File: config.mk
export PLATFORM = sky130hd
export DESIGN_NAME = dtf_cand
export DESIGN_NICKNAME = d
export VERILOG_FILES = /design/src/hw/rtl/dtf_pkg.sv /design/src/hw/rtl/dtf_cand.sv
export SDC_FILE = /design/constraint.sdc
export NUM_CORES = 2
export LEC_CHECK = 0
export ABC_AREA = 0
export BUFFER_PORTS_ARGS = -buffer_cell sky130_fd_sc_hd__buf_2
export CORE_UTILIZATION = 44
export CTS_CLUSTER_DIAMETER = 40
export DETAILED_ROUTE_END_ITERATION = 12
export GPL_ROUTABILITY_DRIVEN = 0
export GPL_TIMING_DRIVEN = 0
export HOLD_SLACK_MARGIN = 0.08
export PLACE_DENSITY_LB_ADDON = 0.08
export SLEW_MARGIN = 25
export SYNTH_ARGS = -nofsm -noshare
export SYNTH_HDL_FRONTEND = slang
export SYNTH_SLANG_ARGS = --single-unit
File: constraint.sdc
create_clock -name clock -period 41.5 [get_ports clock]
set_clock_uncertainty 0.1 [all_clocks]
set_input_delay 4.15 -clock clock [delete_from_list [all_inputs] [get_ports clock]]
set_output_delay 4.15 -clock clock [all_outputs]
set_load 0.05 [all_outputs]
File: src/hw/rtl/dtf_pkg.sv
// Shared types, widths and helper functions for the detection/tracker fusion block.
// Used by every module in hw/rtl; has no dependencies of its own.
package dtf_pkg;

   localparam int COORD_BITS  = 12;
   localparam int CLASS_BITS  = 8;
   localparam int CENTER_BITS = COORD_BITS + 2;
   localparam int METRIC_BITS = 29;
   localparam int AREA_BITS   = 2 * COORD_BITS;
   localparam int SQ_BITS     = (2 * CENTER_BITS + 1 > METRIC_BITS) ?
                                (2 * CENTER_BITS + 1) : METRIC_BITS;
   localparam int OVL_BITS    = COORD_BITS + 1;
   localparam int INTER_BITS  = 2 * OVL_BITS;
   localparam int UNION_BITS  = AREA_BITS + 1;
   localparam int CMP_BITS    = AREA_BITS + 3;

   localparam logic FUNC_DETECT    = 1'b0;
   localparam logic FUNC_FRAME_END = 1'b1;

   typedef struct packed {
      logic [COORD_BITS-1:0] x;
      logic [COORD_BITS-1:0] y;
      logic [COORD_BITS-1:0] w;
      logic [COORD_BITS-1:0] h;
   } box_type;

   typedef struct packed {
      logic                   have;
      box_type                box;
      logic [AREA_BITS-1:0]   area;
      logic [METRIC_BITS-1:0] metric;
   } cand_type;

   typedef struct packed {
      logic                   locked;
      logic [CENTER_BITS-1:0] cx;
      logic [CENTER_BITS-1:0] cy;
   } track_type;

   typedef struct packed {
      box_type roi;
      logic    success;
      logic    reinit;
   } res_type;

   function automatic logic [CENTER_BITS-1:0] center_of(input logic [COORD_BITS-1:0] pos,
                                                       input logic [COORD_BITS-1:0] len);
      return {1'b0, pos, 1'b0} + {2'b00, len};
   endfunction

endpackage

File: src/hw/rtl/dtf_cand.sv
// Candidate keeper: scores each target-class detection and holds the best box of the frame.
// Depends on dtf_pkg for box, candidate and track state types.
module dtf_cand (
   input  logic                              clock,
   input  logic                              reset,
   input  logic                              det_go,
   input  logic                              clear,
   input  dtf_pkg::box_type                  box,
   input  logic [dtf_pkg::CLASS_BITS-1:0]    class_id,
   input  logic [dtf_pkg::CLASS_BITS-1:0]    target_class,
   input  dtf_pkg::track_type                track,
   output dtf_pkg::cand_type                 cand
);

   logic                                have_best_ff, have_best_in;
   dtf_pkg::box_type                    best_box_ff, best_box_in;
   logic [dtf_pkg::AREA_BITS-1:0]       best_area_ff, best_area_in;
   logic [dtf_pkg::METRIC_BITS-1:0]     best_metric_ff, best_metric_in;

   logic [dtf_pkg::CENTER_BITS-1:0]     cen_x, cen_y, dx, dy;
   logic [dtf_pkg::SQ_BITS-1:0]         dist_sq;
   logic [dtf_pkg::AREA_BITS-1:0]       area;
   logic [dtf_pkg::METRIC_BITS-1:0]     metric;
   logic                                take;

   always_comb begin
      cen_x   = dtf_pkg::center_of(box.x, box.w);
      cen_y   = dtf_pkg::center_of(box.y, box.h);
      dx      = (cen_x > track.cx) ? (cen_x - track.cx) : (track.cx - cen_x);
      dy      = (cen_y > track.cy) ? (cen_y - track.cy) : (track.cy - cen_y);
      dist_sq = dtf_pkg::SQ_BITS'(dx) * dtf_pkg::SQ_BITS'(dx) +
                dtf_pkg::SQ_BITS'(dy) * dtf_pkg::SQ_BITS'(dy);
      area    = dtf_pkg::AREA_BITS'(box.w) * dtf_pkg::AREA_BITS'(box.h);
      if (track.locked) begin
         metric = dist_sq[dtf_pkg::METRIC_BITS-1:0];
         take   = !have_best_ff || (metric < best_metric_ff);
      end else begin
         metric = dtf_pkg::METRIC_BITS'(dtf_pkg::SQ_BITS'(area));
         take   = metric > best_metric_ff;
      end
   end

   always_comb begin
      priority if (clear) begin
         have_best_in   = 1'b0;
         best_box_in    = '0;
         best_area_in   = '0;
         best_metric_in = '0;
      end else if (det_go && (class_id == target_class) && take) begin
         have_best_in   = 1'b1;
         best_box_in    = box;
         best_area_in   = area;
         best_metric_in = metric;
      end else begin
         have_best_in   = have_best_ff;
         best_box_in    = best_box_ff;
         best_area_in   = best_area_ff;
         best_metric_in = best_metric_ff;
      end
   end

   always_ff @(posedge clock) begin
      if (reset) begin
         have_best_ff   <= 1'b0;
         best_box_ff    <= '0;
         best_area_ff   <= '0;
         best_metric_ff <= '0;
      end else begin
         have_best_ff   <= have_best_in;
         best_box_ff    <= best_box_in;
         best_area_ff   <= best_area_in;
         best_metric_ff <= best_metric_in;
      end
   end

   assign cand.have   = have_best_ff;
   assign cand.box    = best_box_ff;
   assign cand.area   = best_area_ff;
   assign cand.metric = best_metric_ff;

   a_clear_empties : assert property (@(posedge clock) disable iff (reset)
      clear |=> (!have_best_ff && (best_metric_ff == '0)))
      else $error("candidate not cleared at frame end");

   a_empty_metric_zero : assert property (@(posedge clock) disable iff (reset)
      !have_best_ff |-> (best_metric_ff == '0))
      else $error("metric nonzero without a candidate");

   a_unlocked_area_positive : assert property (@(posedge clock) disable iff (reset)
      (have_best_ff && !track.locked) |-> (best_metric_ff != '0))
      else $error("zero-area candidate kept while unlocked");

endmodule

==> metrics <==
FF-to-FF End=cand[97]; CTS Buf Count=9; reg2reg start=best_metric_ff[2]; global-route wire length before repair=roughly 120000 µm; Chip Width=about 240 µm; post-place setup slack=~22000 ps; die area=a little under 60000 µm²; FP Rows=86; FMAX=just over 0.05 GHz; hold depth=2; num ports=approximately 200; R2R depth=12; status=finished clean; slowest stage delay, CP=810 ps; drt pass-1 iters=7; critical path peak fanout=10; Mapped Area=~25000 µm²; Worst Setup SP=box[2]; Area Overhead vs Synth=9.05%; Worst-path clk slew=roughly 80 ps; final hold viol count=0; DR DRC count=0; Post-Route WL=roughly 75000 µm; count of cell types in the netlist=85; Mapped Avg Cell Area=~8.6 µm²; prevailing post-synth register cell=dfxtp_1; fin. max-slew vios=0; cts repair resizes=0; ys async rst share=0%; Critical Path Sink Type=flop; port bufs=just under 200; DIE HEIGHT=approximately 240 µm; Starting Density=44.9%; Setup TNS=0 ps; Top Family by Delay on Critical Path=adder cells; dpl cell area=about 27000 µm²; CP startpoint kind=input pin; initial antenna violation count=3; Crit Path Category=in -> reg; Max-slew headroom=about 28%; H-tree Lvls=3; Critical Path RT=approximately 42000 ps; Worst EP arrival=just under 20000 ps; layout net count=slightly below 4k; final period utilization=~47%; CORE AREA=55500 µm²; vias=20.2k; RSZ-0062 raised after global routing=false; #FFs+latches synth=102; CTS tree=built; # fillers=around 5.6k; hold_buf cts=0; setup violators final=0; clock latency on the worst-skew pair=roughly 380 ps; largest net degree at the start of global routing=19; post-route ant nets=0; post-DR wirelength/cell=about 20 µm; share of cells above drive strength 1=around 10%; vias per cell=approximately 5.2; Buf/Inv on CP=11; Post-CTS Repair Setup Buffers=0; GRT Overall Usage=27.1%; slowest cell on the critical path=xor2_1; vias in the first global route=between 20k and 25k; Post-synth EDFFs=0; FF-to-FF setup slack=37750 ps; max cap viols=0; Longest Clk Path Bufs=2; Worst-Margin Slew=approximately 1100 ps; HP Start=best_area_ff[0]; Syn Inst Count=approximately 2.9k; cell mode on critical path=fa_1; syn_nets=approximately 3.7k; worst hold endpoint=best_area_ff[0]; Clock Sinks=a little over 100; sequential-to-total area share from yosys stat=~8.2%; Warnings, synthesis=0; Starting DRT DRC Count=990; final design area excluding fillers=around 27000 µm²; post-route minimum period=between 15000 and 20000 ps; CTS root buffer=clkbuf_16; GRT Residual Overflow=0; final worst setup slack=approximately 22000 ps; worst min path class=reg -> reg; detailed placement HPWL=65900 µm
==> registers in the layout, indices dropped and copies added, names as in the netlist <==
register and flops:
have_best_ff 1, best_metric_ff 29, cand 48, best_area_ff 24
==> synth_stat cells (5+ instances only) <==
master	n	area, µm²
a211oi_1	39	293
a21boi_0	9	67.6
a21o_1	51	383
a21oi_1	109	546
a22o_1	6	52.6
a31oi_1	10	62.6
and2_1	59	369
and3_1	14	87.6
buf_2	26	130
buf_4	5	37.5
buf_6	5	56.3
clkbuf_1	69	259
dfxtp_1	102	2040
fa_1	395	7910
ha_1	331	4140
inv_1	601	2260
inv_2	6	22.5
mux2i_1	100	1000
nand2_1	193	724
nand2b_1	33	206
nand3_1	39	195
nand4_1	15	93.8
nor2_1	288	1080
nor2b_1	15	93.8
nor3_1	34	170
nor4_1	5	31.3
o211ai_1	12	90.1
o21a_1	15	113
o21ai_0	51	255
o21bai_1	14	105
o22ai_1	7	43.8
o31ai_1	6	45.0
o41a_1	5	56.3
or2_2	32	200
or3_1	14	87.6
xnor2_1	67	587
xor2_1	28	245
==> placed cells by master, fill, tap and decap left out, types with 6 or more instances in the layout <==
cell type	instances
nand3_1	39
a21oi_1	109
a31oi_1	10
nand2_1	193
nor2b_1	15
xnor2_1	66
nand2b_1	33
o211ai_1	12
buf_2	224
o21a_1	15
nor2_1	288
or3_1	14
o21bai_1	14
fa_1	395
inv_2	6
xor2_1	28
a22o_1	6
mux2i_1	99
or2_2	32
o21ai_0	51
and3_1	14
nor3_1	34
and2_1	59
inv_1	601
o22ai_1	7
a21o_1	51
ha_1	331
clkbuf_1	69
a211oi_1	39
a21boi_0	9
nand4_1	15
dfxtp_1	102
o31ai_1	6
clkbuf_16	9
==> area by class of cell <==
cell class,instances,area [µm²],area share (%)
inverters,608,2280,8.39
multi-input cells,2073,20100,74.0
well taps,748,936,3.44
diodes,2,5.00,0.0184
repair buffers,198,991,3.64
clock inverters,6,76.3,0.281
plain buffers,107,493,1.81
clock buffers,10,239,0.878
flip-flops and latches,102,2040,7.50
==> worst max path at each step <==
stage,to,slack (ps),cells past startpoint
2_1_floorplan,best_metric_ff[3],25080,52
3_3_place_gp,cand[98],21890,56
3_5_place_dp,cand[97],21830,53
4_1_cts,cand[97],22160,53
5_1_grt,best_metric_ff[20],21140,53
6_report,cand[97],22100,53
==> through the flow <==
step                std cells  hold slack (ps)  utilization, %
floorplan                2890              386               -
global placement         3836              360            48.4
detailed placement       3836              371            48.4
CTS                      3852              384            49.0
global route             3854              407            49.0
finish                   3854              389            49.0
==> tightest hold or removal path: cells and delay by family (launching register included) <==
family	cells	cell delay, ps
AND/OR/NAND/NOR	1	70
AO/OA/AOI/OAI	1	50
flip-flops	1	330
==> kinds of logic (layout without fill, tap and decap cells) <==
logic type                 Yosys count  after routing  share of synthesized area [%]
adders and majority gates          726            726                           48.3
xor gates and xnor gates           101            101                           3.77
and+or+nand+nor                    766            766                           14.3
muxes                              102            102                           4.10
buffers and inverters              715            929                           11.1
AOI/OAI and AO/OA                  378            378                           10.3
other                                0              2                              0
DFF                                102            102                           8.18
==> per-layer routing <==
layer  vias up  GRT usage [%]  routed length (µm)  part of all wire [%]
li1       9549              -                   -                     -
met1     10062           36.1               33600                    45
met2       468           45.4               36100                    48
met3       118           2.87                2940                   3.9
met4         2           9.73                2770                   3.7
met5         -              0                  11                 0.015
Power is left out: the tool's default activity adds up to more than one toggle a clock period on the data nets, which glitch-free logic cannot reach.
