[src/hw/rtl/dtf_pkg.sv]
// Shared types, widths and helper functions for the detection/tracker fusion block.
// Used by every module in hw/rtl; has no dependencies of its own.
package dtf_pkg;

   localparam int COORD_BITS  = 12;
   localparam int CLASS_BITS  = 8;
   localparam int CENTER_BITS = COORD_BITS + 2;
   localparam int METRIC_BITS = 29;
   localparam int AREA_BITS   = 2 * COORD_BITS;
   localparam int SQ_BITS     = (2 * CENTER_BITS + 1 > METRIC_BITS) ?
                                (2 * CENTER_BITS + 1) : METRIC_BITS;
   localparam int OVL_BITS    = COORD_BITS + 1;
   localparam int INTER_BITS  = 2 * OVL_BITS;
   localparam int UNION_BITS  = AREA_BITS + 1;
   localparam int CMP_BITS    = AREA_BITS + 3;

   localparam logic FUNC_DETECT    = 1'b0;
   localparam logic FUNC_FRAME_END = 1'b1;

   typedef struct packed {
      logic [COORD_BITS-1:0] x;
      logic [COORD_BITS-1:0] y;
      logic [COORD_BITS-1:0] w;
      logic [COORD_BITS-1:0] h;
   } box_type;

   typedef struct packed {
      logic                   have;
      box_type                box;
      logic [AREA_BITS-1:0]   area;
      logic [METRIC_BITS-1:0] metric;
   } cand_type;

   typedef struct packed {
      logic                   locked;
      logic [CENTER_BITS-1:0] cx;
      logic [CENTER_BITS-1:0] cy;
   } track_type;

   typedef struct packed {
      box_type roi;
      logic    success;
      logic    reinit;
   } res_type;

   function automatic logic [CENTER_BITS-1:0] center_of(input logic [COORD_BITS-1:0] pos,
                                                       input logic [COORD_BITS-1:0] len);
      return {1'b0, pos, 1'b0} + {2'b00, len};
   endfunction

endpackage

[src/hw/rtl/dtf_decide.sv]
// Frame-end resolver: overlap test, region choice and the lock and tracker state.
// Depends on dtf_pkg for box, candidate, track and result types.
module dtf_decide (
   input  logic               clock,
   input  logic               reset,
   input  logic               go,
   input  dtf_pkg::box_type   box,
   input  logic               trk_valid,
   input  dtf_pkg::cand_type  cand,
   output dtf_pkg::track_type track,
   output dtf_pkg::res_type   result
);

   logic                              locked_ff, locked_in;
   logic                              started_ff, started_in;
   logic [dtf_pkg::CENTER_BITS-1:0]   cx_ff, cx_in, cy_ff, cy_in;

   logic [dtf_pkg::COORD_BITS-1:0]    lo_x, lo_y;
   logic [dtf_pkg::OVL_BITS-1:0]      ae_x, be_x, ae_y, be_y, hi_x, hi_y, ov_x, ov_y;
   logic [dtf_pkg::INTER_BITS-1:0]    inter;
   logic [dtf_pkg::AREA_BITS-1:0]     area_trk;
   logic [dtf_pkg::UNION_BITS-1:0]    uni;
   logic [dtf_pkg::CMP_BITS-1:0]      lhs, rhs;
   logic                              overlap_ok, tracker_good;
   dtf_pkg::box_type                  sel;

   always_comb begin
      lo_x  = (cand.box.x > box.x) ? cand.box.x : box.x;
      lo_y  = (cand.box.y > box.y) ? cand.box.y : box.y;
      ae_x  = {1'b0, cand.box.x} + {1'b0, cand.box.w};
      be_x  = {1'b0, box.x} + {1'b0, box.w};
      ae_y  = {1'b0, cand.box.y} + {1'b0, cand.box.h};
      be_y  = {1'b0, box.y} + {1'b0, box.h};
      hi_x  = (ae_x < be_x) ? ae_x : be_x;
      hi_y  = (ae_y < be_y) ? ae_y : be_y;
      ov_x  = (hi_x > {1'b0, lo_x}) ? (hi_x - {1'b0, lo_x}) : '0;
      ov_y  = (hi_y > {1'b0, lo_y}) ? (hi_y - {1'b0, lo_y}) : '0;
      inter = dtf_pkg::INTER_BITS'(ov_x) * dtf_pkg::INTER_BITS'(ov_y);
      area_trk = dtf_pkg::AREA_BITS'(box.w) * dtf_pkg::AREA_BITS'(box.h);
      uni   = dtf_pkg::UNION_BITS'(cand.area) + dtf_pkg::UNION_BITS'(area_trk) -
              inter[dtf_pkg::UNION_BITS-1:0];
      lhs   = (dtf_pkg::CMP_BITS'(inter) << 2) + dtf_pkg::CMP_BITS'(inter);
      rhs   = dtf_pkg::CMP_BITS'(uni) << 2;
      overlap_ok   = lhs > rhs;
      tracker_good = started_ff && trk_valid;
   end

   always_comb begin
      result.reinit  = 1'b0;
      sel            = box;
      started_in     = started_ff;
      priority if (cand.have) begin
         result.success = 1'b1;
         if (!(tracker_good && overlap_ok)) begin
            sel           = cand.box;
            result.reinit = 1'b1;
            started_in    = go | started_ff;
         end
      end else if (tracker_good) begin
         result.success = 1'b1;
      end else begin
         result.success = 1'b0;
      end
      result.roi = result.success ? sel : '0;
      locked_in  = locked_ff;
      cx_in      = cx_ff;
      cy_in      = cy_ff;
      if (go && result.success) begin
         locked_in = 1'b1;
         cx_in     = dtf_pkg::center_of(sel.x, sel.w);
         cy_in     = dtf_pkg::center_of(sel.y, sel.h);
      end
   end

   always_ff @(posedge clock) begin
      if (reset) begin
         locked_ff  <= 1'b0;
         started_ff <= 1'b0;
         cx_ff      <= '0;
         cy_ff      <= '0;
      end else begin
         locked_ff  <= locked_in;
         started_ff <= started_in;
         cx_ff      <= cx_in;
         cy_ff      <= cy_in;
      end
   end

   assign track.locked = locked_ff;
   assign track.cx     = cx_ff;
   assign track.cy     = cy_ff;

   a_reinit_needs_success : assert property (@(posedge clock) disable iff (reset)
      result.reinit |-> (result.success && cand.have))
      else $error("tracker restart without a detection region");

   a_success_locks : assert property (@(posedge clock) disable iff (reset)
      (go && result.success) |=> locked_ff)
      else $error("lock not taken after a produced region");

   a_started_sticky : assert property (@(posedge clock) disable iff (reset)
      started_ff |=> started_ff)
      else $error("tracker started flag dropped");

endmodule

[config.mk]
export PLATFORM = sky130hd
export DESIGN_NAME = dtf_decide
export DESIGN_NICKNAME = d
export VERILOG_FILES = /design/src/hw/rtl/dtf_pkg.sv /design/src/hw/rtl/dtf_decide.sv
export SDC_FILE = /design/constraint.sdc
export NUM_CORES = 1
export LEC_CHECK = 0
export BUFFER_PORTS_ARGS = -buffer_cell sky130_fd_sc_hd__buf_2
export CAP_MARGIN = 5
export CORE_AREA = 2 2 311 159
export DETAILED_ROUTE_END_ITERATION = 7
export DIE_AREA = 0 0 313 161
export SLEW_MARGIN = 20
export SYNTH_ARGS = -nofsm -noshare
export SYNTH_HDL_FRONTEND = slang
export SYNTH_SLANG_ARGS = --single-unit
[constraint.sdc]
create_clock -name clock -period 29.7 [get_ports clock]
set_input_delay 5.94 -clock clock [delete_from_list [all_inputs] [get_ports clock]]
set_output_delay 5.94 -clock clock [all_outputs]
set_load 0.1 [all_outputs]
==> qor.yml <==
status: "finished clean"
clk_pin_slew_ns: 0.05
routabilityCongestion: 0.977
ys_warn_count: 0
async_reset_ff_share_pct: 0
layout_setup_ws_ns: 0.581
crit_path_end_kind: "primary output"
cp.required_ns: 23.76
wire_per_inst_um: 20.4
hold_viol_final: 0
ys_ff_latch: 30
clk_latency_ns: 0.29
hold_path_class: "flop to flop"
synthTopCellsByArea: "fa_1 26%, ha_1 20%, inv_1 8.7%"
rsz0062_at_grt: "true"
yosysMostFrequentCell: "inv_1"
synth_nets: 3484
drive_gt1_share_pct: 18.2
yosys.area.top_type: "fa_1"
timing.reg2reg.setup_slack_ns: 25.13
synthTopCellsByCount: "496 x inv_1, 339 x ha_1, 310 x nand2_1, 272 x fa_1, 174 x nor2_1"
cts_hold_buffers: 0
grt.overflow.total: 0
dr.first_iter.drc_count: 1702
cp_max_fo: 25
cpPeakStageDelay_ns: 0.54
synth_edf_count: 0
cp_slowest_cell: "fa_1"
vias: 20189
worst_pin_slew_ns: 1.08
fp.dieH_um: 161
die-area_um2: 50400
dp_hpwl_um: 65700
nNetsFinal: 3818
ys.flop_type: "dfxtp_1"
min_period_ns: 29.12
rows: 57
maxCapViolCount: 0
synth_area_per_cell_um2: 7.84
cp_data_arrival_time_ns: 23.18
finalSetupViolCount: 0
die_w_um: 313
core_um2: 47900
cts_tree: "built"
remaining_drc_errors: 0
n_fill_cell: 4489
syn-cell-area_um2: 21300
synth_top_cell_area_share_pct: 25.6
grt_antenna_before_repair: 1
slew_headroom_pct: 27.4
period_share_pct: 98.0
report.final.slew_viol_count: 0
cts_made_buffers: 5
critPathKind: "input pin to primary output"
start_kind: "input pin"
grt_pass1_vias: 20136
drtPass1Iterations: 6
antenna_left: 0
fin_util_pct: 53.8
initial_core_util_pct: 44.5
grt_usage_pct: 29.7
ys_seq_area_share_pct: 2.82
grt_pass1_wl_um: 116000
ios: 233
areaGrowthSynthToFinish_pct: 20.9
avgViaCountPerCell: 5.45
fmax_mhz: 34.3
clock_sinks: 30
finalClockSkew_ns: 0.00381
dp_slack_ns: -0.142
clockBufferDepth: 2
grt_start_max_net_pins: 36
syn_inst: 2719
h-tree-depth: 2
crit_top_cell: "fa_1"
cts_root_buf: "clkbuf_16"
port_buffers: 203
wl_um: 75500
synth.distinct_cells: 79
==> area by class of cell <==
type                            count  area (um^2)  share of cell area [%]
Multi-Input combinational cell   2103        18900                    73.2
Clock inverter                      1         30.0                   0.117
Antenna cell                        2         5.00                  0.0194
Clock buffer                        7          133                   0.515
Tap cell                          649          812                    3.15
Timing Repair Buffer              416         3450                    13.4
Inverter                          497         1870                    7.25
Sequential cell                    30          601                    2.33
==> critical path: cells and delay by family <==
| kind | cells | cell delay [ns] |
|---|---|---|
| buf+inv | 20 | 2.07 |
| simple gates | 13 | 1.91 |
| mux | 1 | 0.28 |
| xor+xnor | 3 | 0.40 |
| compound gates | 28 | 5.34 |
| fa+ha+maj | 17 | 7.21 |
==> state kept, by name, indices dropped and copies added, names as in the netlist <==
name / cells
cx_ff: 14
cy_ff: 14
locked_ff: 1
started_ff: 1
==> logic make-up (layout without fill, tap and decap cells) <==
family | count (synthesis) | count (layout) | share of synthesized area, %
muxes | 60 | 60 | 2.98
other | 0 | 2 | 0
and+or+nand+nor | 826 | 826 | 18.4
AOI/OAI and AO/OA | 456 | 456 | 13.6
xor gates and xnor gates | 140 | 140 | 5.76
adders and majority gates | 621 | 621 | 45.9
buffers and inverters | 586 | 921 | 10.5
DFF | 30 | 30 | 2.82
==> worst paths after layout <==
path               from         end  cells past startpoint
max             box[13]  result[33]                     82
min            cx_ff[6]    cx_ff[6]                      2
max reg2reg  started_ff   cy_ff[10]                     20
min reg2reg    cx_ff[6]    cx_ff[6]                      2
==> repair_timing <==
item                                    CTS  global route
buffers inserted                          0            14
gates resized for setup                   6            99
pin swaps                                 0            19
cloned                                    0             1
endpoints found under the setup margin   44            49
==> metrics by stage <==
stage	instance area (um^2)	instances	TNS [ns]	hold WS [ns]
floorplan	21300	2719	0	0.442
global placement	25100	3680	0	0.442
detailed placement	25100	3680	-2.56	0.447
CTS	25300	3688	0	0.456
global route	25800	3704	-3.02	0.478
finish	25800	3705	0	0.454
==> routing by layer <==
| metal | global-route usage [%] | vias up | share of wire, % |
|---|---|---|---|
| li1 | - | 9455 | - |
| met1 | 45.1 | 9815 | 48 |
| met2 | 43.6 | 831 | 41 |
| met3 | 6.16 | 88 | 9.2 |
| met4 | 5.39 | 0 | 2.1 |
| met5 | 0 | - | 0 |
==> placed cells by master (no fill, tap or decap), drive strengths merged, types with 4 or more instances in the layout <==
| master | netlist | routed |
|---|---|---|
| nor3 | 35 | 35 |
| xnor2 | 89 | 89 |
| a211o | 7 | 7 |
| or3 | 12 | 12 |
| a31oi | 15 | 15 |
| inv | 497 | 496 |
| ha | 339 | 339 |
| nor2 | 174 | 174 |
| buf | 21 | 414 |
| and2 | 137 | 137 |
| a211oi | 17 | 17 |
| nor2b | 38 | 38 |
| mux2 | 25 | 25 |
| o2111ai | 7 | 7 |
| nand4 | 19 | 19 |
| a21oi | 134 | 134 |
| and3 | 9 | 9 |
| mux2i | 35 | 35 |
| a21o | 49 | 49 |
| dfxtp | 30 | 30 |
| o41ai | 6 | 6 |
| a2111oi | 5 | 5 |
| or2 | 15 | 15 |
| clkbuf | 68 | 9 |
| o311ai | 4 | 4 |
| maj3 | 10 | 10 |
| nand3 | 30 | 30 |
| fa | 272 | 272 |
| o21bai | 8 | 8 |
| xor2 | 51 | 51 |
| or4 | 4 | 4 |
| o21ai | 116 | 116 |
| nand2b | 31 | 31 |
| a21boi | 17 | 17 |
| o211ai | 11 | 11 |
| o21a | 33 | 33 |
| nand2 | 310 | 310 |
Power is not shown: default switching activity piles up to over one toggle a cycle in this logic, so the estimate is an artifact.
